[config.mk]
export PLATFORM = sky130hd
export DESIGN_NAME = dct8_finish
export DESIGN_NICKNAME = d
export VERILOG_FILES = /design/src/design/dct8_pkg.sv /design/src/design/dct8_finish.sv
export SDC_FILE = /design/constraint.sdc
export NUM_CORES = 1
export LEC_CHECK = 0
export BUFFER_PORTS_ARGS = -buffer_cell sky130_fd_sc_hd__buf_2
export CORE_AREA = 2 2 263 265
export DETAILED_ROUTE_END_ITERATION = 6
export DIE_AREA = 0 0 265 267
export GPL_TIMING_DRIVEN = 1
export SYNTH_ARGS = -nofsm -noshare
export SYNTH_HDL_FRONTEND = slang
export SYNTH_SLANG_ARGS = --single-unit
[constraint.sdc]
create_clock -name vclk -period 20.3
set_input_delay 4.06 -clock vclk [all_inputs]
set_output_delay 4.06 -clock vclk [all_outputs]
set_load 0.05 [all_outputs]
[src/design/dct8_pkg.sv]
`timescale 1ns / 1ps
// ----------------------------------------------------------------------------
// dct8_pkg
// Shared widths, fixed-point weights and the basis matrix of the 8-point
// orthonormal DCT-II / DCT-III core.
// ----------------------------------------------------------------------------
package dct8_pkg;

   // sample and weight precision
   localparam int SAMPLE_BITS    = 16;
   localparam int COEF_FRAC_BITS = 15;
   localparam int OUT_BITS       = 18;

   // datapath widths: weights stay below one half, so they fit in COEF_FRAC_BITS bits
   localparam int COEF_BITS = COEF_FRAC_BITS;
   localparam int PROD_BITS = SAMPLE_BITS + COEF_BITS;
   localparam int PART_BITS = PROD_BITS + 2;
   localparam int ACC_BITS  = PROD_BITS + 3;
   localparam int RND_BITS  = ACC_BITS + 1;

   localparam int N_POINTS = 8;
   localparam int N_TERMS  = N_POINTS * N_POINTS;
   localparam int N_PARTS  = N_POINTS * 2;

   // opcodes
   localparam logic OP_FORWARD = 1'b0;
   localparam logic OP_INVERSE = 1'b1;

   // weight quantisation: constants in units of 1e-9, scaled and rounded
   localparam longint WQ_SCALE = longint'(1) << COEF_FRAC_BITS;
   localparam longint WQ_DEN   = longint'(1000000000);
   localparam longint WQ_HALF  = longint'(500000000);

   localparam logic signed [COEF_BITS-1:0] K1 =
      COEF_BITS'((longint'(490392625) * WQ_SCALE + WQ_HALF) / WQ_DEN);
   localparam logic signed [COEF_BITS-1:0] K2 =
      COEF_BITS'((longint'(461939752) * WQ_SCALE + WQ_HALF) / WQ_DEN);
   localparam logic signed [COEF_BITS-1:0] K3 =
      COEF_BITS'((longint'(415734798) * WQ_SCALE + WQ_HALF) / WQ_DEN);
   localparam logic signed [COEF_BITS-1:0] K4 =
      COEF_BITS'((longint'(353553385) * WQ_SCALE + WQ_HALF) / WQ_DEN);
   localparam logic signed [COEF_BITS-1:0] K5 =
      COEF_BITS'((longint'(277785122) * WQ_SCALE + WQ_HALF) / WQ_DEN);
   localparam logic signed [COEF_BITS-1:0] K6 =
      COEF_BITS'((longint'(191341713) * WQ_SCALE + WQ_HALF) / WQ_DEN);
   localparam logic signed [COEF_BITS-1:0] K7 =
      COEF_BITS'((longint'(97545162) * WQ_SCALE + WQ_HALF) / WQ_DEN);

   // dct-ii basis, row-major (row = frequency, column = sample)
   localparam logic signed [COEF_BITS-1:0] BASIS [N_TERMS] = '{
       K4,  K4,  K4,  K4,  K4,  K4,  K4,  K4,
       K1,  K3,  K5,  K7, -K7, -K5, -K3, -K1,
       K2,  K6, -K6, -K2, -K2, -K6,  K6,  K2,
       K3, -K7, -K1, -K5,  K5,  K1,  K7, -K3,
       K4, -K4, -K4,  K4,  K4, -K4, -K4,  K4,
       K5, -K1,  K7,  K3, -K3, -K7,  K1, -K5,
       K6, -K2,  K2, -K6, -K6,  K2, -K2,  K6,
       K7, -K5,  K3, -K1,  K1, -K3,  K5, -K7
   };

   // rounding and saturation constants
   localparam logic signed [RND_BITS-1:0] RND_HALF =
      RND_BITS'(longint'(1) << (COEF_FRAC_BITS - 1));
   localparam logic signed [RND_BITS-1:0] RND_MAX =
      RND_BITS'((longint'(1) << (OUT_BITS - 1)) - 1);
   localparam logic signed [RND_BITS-1:0] RND_MIN =
      RND_BITS'(-(longint'(1) << (OUT_BITS - 1)));

   // vector types
   typedef logic signed [SAMPLE_BITS-1:0] sample_type;
   typedef logic signed [PROD_BITS-1:0]   prod_type;
   typedef logic signed [PART_BITS-1:0]   part_type;
   typedef logic signed [OUT_BITS-1:0]    result_type;

   typedef sample_type sample_vec_type [N_POINTS];
   typedef prod_type   prod_vec_type   [N_TERMS];
   typedef part_type   part_vec_type   [N_PARTS];
   typedef result_type result_vec_type [N_POINTS];

endpackage

[src/design/dct8_finish.sv]
`timescale 1ns / 1ps
// ----------------------------------------------------------------------------
// dct8_finish
// Final add of the two half sums, rounding to nearest with halves away
// from zero, and saturation to the output width.
// ----------------------------------------------------------------------------
module dct8_finish (
   input  dct8_pkg::part_vec_type   parts,
   output dct8_pkg::result_vec_type results
);
   import dct8_pkg::*;

   logic signed [ACC_BITS-1:0] acc     [N_POINTS];
   logic signed [RND_BITS-1:0] biased  [N_POINTS];
   logic signed [RND_BITS-1:0] rounded [N_POINTS];

   always_comb begin
      for (int i = 0; i < N_POINTS; i++) begin
         // full row sum
         acc[i] = ACC_BITS'(parts[2*i]) + ACC_BITS'(parts[2*i + 1]);
         // half minus one for negatives gives rounding away from zero
         biased[i] = RND_BITS'(acc[i]) + RND_HALF
                   - RND_BITS'({1'b0, acc[i][ACC_BITS-1]});
         rounded[i] = biased[i] >>> COEF_FRAC_BITS;
         // clamp to the result range
         priority if (rounded[i] > RND_MAX) begin
            results[i] = OUT_BITS'(RND_MAX);
         end else if (rounded[i] < RND_MIN) begin
            results[i] = OUT_BITS'(RND_MIN);
         end else begin
            results[i] = OUT_BITS'(rounded[i]);
         end
      end
   end

endmodule

==> results of run 1 <==
worst max path at each step:
stage | from | to | slack (ns) | depth (start not counted)
2_1_floorplan | parts[264] | results[81] | 5.71 | 30
3_3_place_gp | parts[264] | results[76] | 5.34 | 32
3_5_place_dp | parts[264] | results[77] | 5.10 | 32
4_1_cts | parts[264] | results[77] | 5.02 | 32
5_1_grt | parts[264] | results[74] | 4.38 | 30
6_report | parts[264] | results[77] | 5.07 | 32
layout make-up:
type	count	area (um2)	area share, %
Tap cell	882	1100	3.64
Antenna cell	21	52.6	0.174
Timing Repair Buffer	673	3370	11.1
Inverter	346	1300	4.29
Multi-Input combinational cell	3331	24500	80.8
cells by family (layout without fill, tap and decap cells):
logic type / after synthesis / count (layout) / synth area share, %
AO/OA/AOI/OAI: 1499 / 1499 / 37.6
adder cells (fa/ha/maj): 528 / 528 / 25.6
XOR/XNOR: 388 / 388 / 13.1
other: 0 / 21 / 0
AND/OR/NAND/NOR: 912 / 912 / 17.6
multiplexers: 4 / 4 / 0.164
buffers and inverters: 405 / 1019 / 5.97
cell usage after synthesis (15+ instances only):
| cell | n | area [um2] |
|---|---|---|
| and2_1 | 17 | 106 |
| nand2_1 | 199 | 747 |
| or2_2 | 20 | 125 |
| nor2b_1 | 65 | 407 |
| a21o_1 | 303 | 2270 |
| a211o_1 | 17 | 149 |
| xnor2_1 | 234 | 2050 |
| nor3_1 | 68 | 340 |
| o21bai_1 | 86 | 646 |
| ha_1 | 520 | 6510 |
| a211oi_1 | 47 | 353 |
| buf_2 | 15 | 75.1 |
| o21ai_0 | 268 | 1340 |
| nand3_1 | 79 | 395 |
| xor2_1 | 153 | 1340 |
| o211ai_1 | 24 | 180 |
| or3_1 | 16 | 100 |
| o31ai_1 | 17 | 128 |
| nand2b_1 | 58 | 363 |
| nor2_1 | 222 | 833 |
| clkbuf_1 | 40 | 150 |
| inv_1 | 346 | 1300 |
| o21a_1 | 67 | 503 |
| o21ai_1 | 35 | 175 |
| nand4_1 | 58 | 363 |
| and3_1 | 53 | 332 |
| a31oi_1 | 38 | 238 |
| a21oi_1 | 425 | 2130 |
cells in the final DEF (no fill, tap or decap), types with 9 or more instances in the layout:
cell | Yosys | layout
buf_2 | 15 | 672
ha_1 | 520 | 520
a21oi_1 | 425 | 425
inv_1 | 346 | 346
a21o_1 | 303 | 303
o21ai_0 | 268 | 268
xnor2_1 | 234 | 234
nor2_1 | 222 | 222
nand2_1 | 199 | 199
xor2_1 | 153 | 153
o21bai_1 | 86 | 86
nand3_1 | 79 | 79
nor3_1 | 68 | 68
o21a_1 | 67 | 67
nor2b_1 | 65 | 65
nand4_1 | 58 | 58
nand2b_1 | 58 | 58
and3_1 | 53 | 53
a211oi_1 | 47 | 47
a31oi_1 | 38 | 38
o21ai_1 | 35 | 35
o211ai_1 | 24 | 24
diode_2 | 0 | 21
or2_2 | 20 | 20
and2_1 | 17 | 17
o31ai_1 | 17 | 17
a211o_1 | 17 | 17
or3_1 | 16 | 16
a311oi_1 | 11 | 11
o31a_1 | 11 | 11
a221oi_1 | 11 | 11
and4_1 | 11 | 11
a2111oi_0 | 11 | 11
a31o_2 | 9 | 9
tightest hold or removal path, cell delays in order:
cell and delay [ns]:
buf_2 0.08, ha_1 0.16, a21oi_1 0.08, xnor2_1 0.15, ha_1 0.14, a21oi_1 0.06, buf_2 0.22
per-stage QoR:
stage	instances	total power, uW	area, um2
floorplan	3736	3160	26000
global placement	5232	4070	30200
detailed placement	5232	4070	30200
CTS	5232	4100	30200
global route	5249	4420	30300
finish	5253	4110	30300
report_power, final:
group	internal, uW	switching, uW	total, uW	leakage (uW)
registers	0	0	0	0
clock network	0.000139	0	0.000139	0.000000133
logic	1260	2850	4110	0.0161
total	1260	2850	4110	0.0161
per-layer routing:
layer | track usage [%] | share of wire, %
met4 | 5.71 | 2.5
met5 | 0 | 0.13
met2 | 41.1 | 47
met3 | 2.07 | 4.3
met1 | 29.5 | 46
==> impl_metrics.tcl, run 1 <==
set metrics [dict create \
    status "finished clean" \
    viasPerCell 5.56 \
    ir_worst_vdd_mv 0.146 \
    n_fill_cell 7263 \
    regArea_um2 0 \
    p_per_area_nw_per_um2 136 \
    ys_warn_count 0 \
    finalSetupViolCount 0 \
    dr.pass1.iters 5 \
    hold_start "parts[196]" \
    crit_type "primary input to output pin" \
    synth.yosys.seq_area_share_pct 0 \
    netlist_instances 3736 \
    drtIter0Drc 1583 \
    rows 96 \
    grt-ovfl-total 0 \
    io_buffers 672 \
    hold_depth 7 \
    grt_pass1_wl_um 136000 \
    cts_setup_buffers 0 \
    ctsResizeCount 0 \
    gp_congestion 0.950 \
    drive_gt1_share_pct 17.1 \
    drcViolationCount 0 \
    crit_top_cell "a21oi_1" \
    avgSynthCellArea_um2 6.96 \
    yosysUniqueCellTypes 97 \
    grt_max_degree 18 \
    period_share_pct 75.0 \
    antenna_found_initial 30 \
    max_freq_mhz 65.7 \
    critPathCaptureType "output pin" \
    critPathRequiredTime_ns 16.24 \
    start_util_pct 38.3 \
    grt_pass1_vias 27100 \
    fin_tns_setup_ns 0 \
    rsz0062_at_grt "false" \
    cap_viol_max_count 0 \
    critical_path_arrival_ns 11.17 \
    ios 672 \
    hold_end "results[53]" \
    cp-start-kind "primary input" \
    fin_crit_ns 15.23 \
    cp_max_fo 16 \
    netlist_area_um2 26000 \
    slew_viol_final 0 \
    die_area_um2 70800 \
    hold_violations 0 \
    worst_slack_ns 5.07 \
    routed_wl_um 87400 \
    cp_top_family "compound AO/OA/AOI/OAI gates" \
    max_stage_delay_ns 0.81 \
    preCtsSetupSlack_ns 5.10 \
    dp_hpwl_um 77300 \
    fin_nets 5408 \
    nFlopsAndLatches 0 \
    syn-num-nets 4792 \
    die_y_um 267 \
    slew_headroom_pct 27.9 \
    grt_use_total_pct 23.0 \
    slowest_stage "a2111oi_0" \
    cp_num_buf_inv 3 \
    power.leakage_uw 0.0161 \
    clkbuf_count 0 \
    tightest_slew_ns 1.08 \
    holdBufCountCts 0 \
    vias 29200 \
    whs_ns 9.00 \
    wl_per_cell_um 16.6 \
    fin_util_pct 44.5 \
    dieWidth_um 265 \
    antenna_left 0 \
    hold_path.class "primary input to output pin" \
    synthToLayoutAreaGrowth_pct 16.4 \
    coreArea_um2 68000 \
]
Power figures use the tool's default switching activity.
==> run 2: changes to the inputs <==
==> constraint.sdc (replaced) <==
create_clock -name vclk -period 14.8
set_input_delay 2.96 -clock vclk [all_inputs]
set_output_delay 2.96 -clock vclk [all_outputs]
set_load 0.05 [all_outputs]
==> run 2 against run 1 <==
Effect of this change:
- worst hold slack lost 2.2 ns
- count of clock-buffer cells in the layout did not move
- final cell count about the same
- flip-flop and latch count unchanged
- first-iteration DRC count up 4.4%
- via count is 0.38% lower
- total power increased by 37%
- die area did not move
- non-clock buffer count stayed put
- global-route usage rose by 0.13 points
- critical path type unchanged
- largest power group unchanged
==> impl_metrics.tcl, run 2 (synthesized netlist as in run 1, its figures left out) <==
set metrics [dict create \
    regArea_um2 0 \
    fin_nets 5408 \
    critPathCaptureType "output pin" \
    drcViolationCount 0 \
    ctsResizeCount 0 \
    antenna_left 0 \
    cp-start-kind "primary input" \
    final_common_cell "buf_2" \
    drive_gt1_share_pct 17.1 \
    nFlopsAndLatches 0 \
    fin_crit_ns 13.10 \
    status "finished clean" \
    gp_congestion 0.948 \
    ir_worst_vdd_mv 0.220 \
    grt_use_total_pct 23.1 \
    p_per_area_nw_per_um2 186 \
    hold_path.class "primary input to output pin" \
    drtIter0Drc 1652 \
    slew_headroom_pct 27.8 \
    multiInputGateArea_um2 24500 \
    critPathRequiredTime_ns 11.84 \
    tightest_slew_ns 1.08 \
    antenna_found_initial 30 \
    power.leakage_uw 0.0161 \
    layout_common_cells "buf_2 (672), ha_1 (520), a21oi_1 (425)" \
    clkbuf_count 0 \
    die_y_um 267 \
    slew_viol_final 0 \
    routed_wl_um 87000 \
    post-route-cell-area_um2 30300 \
    hold_violations 0 \
    coreArea_um2 68000 \
    vias 29100 \
    synthToLayoutAreaGrowth_pct 16.5 \
    dp_hpwl_um 77300 \
    dieWidth_um 265 \
    cp_num_buf_inv 3 \
    rows 96 \
    max_freq_mhz 76.3 \
    cp_top_family "compound AO/OA/AOI/OAI gates" \
    slowest_stage "a2111oi_0" \
    die_area_um2 70800 \
    period_share_pct 88.5 \
    dr.pass1.iters 5 \
    grt_pass1_vias 27200 \
    place_area_um2 30200 \
    finalSetupViolCount 0 \
    fin_tns_setup_ns 0 \
    max_stage_delay_ns 0.79 \
    io_buffers 672 \
    viasPerCell 5.54 \
    wl_per_cell_um 16.6 \
    fin_util_pct 44.6 \
    cts_setup_buffers 0 \
    rsz0062_at_grt "false" \
    ios 672 \
    start_util_pct 38.3 \
    n_fill_cell 7271 \
    cap_viol_max_count 0 \
    cp_max_fo 16 \
    grt_max_degree 18 \
    critical_path_arrival_ns 10.14 \
    crit_type "primary input to output pin" \
    holdBufCountCts 0 \
    finalPower_uw 5630 \
    grt_pass1_wl_um 136000 \
    grt-ovfl-total 0 \
]
[run 2: power breakdown]
part | internal, uW | switching, uW
Clock | 0.000218 | 0
Combinational | 1720 | 3910
Sequential | 0 | 0
Total | 1720 | 3910
[run 2: path summary, 6_finish.rpt]
path | cells after the start | to | slack (ns) | start
min | 7 | results[53] | 6.79 | parts[196]
max | 30 | results[73] | 1.70 | parts[264]
[run 2: cell type report]
cell class | count | share of cell area [%]
tap | 882 | 3.64
antenna | 24 | 0.198
inverter | 346 | 4.29
multi-input combinational | 3331 | 80.7
timing repair buffer | 673 | 11.1
[run 2: per-layer routing]
| metal | share of wire [%] | global-route usage, % | vias to the layer above |
|---|---|---|---|
| met3 | 4.7 | 2.51 | 150 |
| met4 | 3.2 | 7.54 | 16 |
| met1 | 45 | 29.5 | 13200 |
| li1 | - | - | 15000 |
| met5 | 0.093 | 0 | - |
| met2 | 47 | 40.4 | 725 |
[run 2: per-stage QoR]
step	setup WS (ns)	instances	hold slack, ns
final	1.70	5256	6.79
after global routing	1.07	5252	6.84
after CTS	1.80	5232	6.81
after detailed placement	1.85	5232	6.80
after global placement	2.04	5232	6.79
after floorplan	2.41	3736	6.59
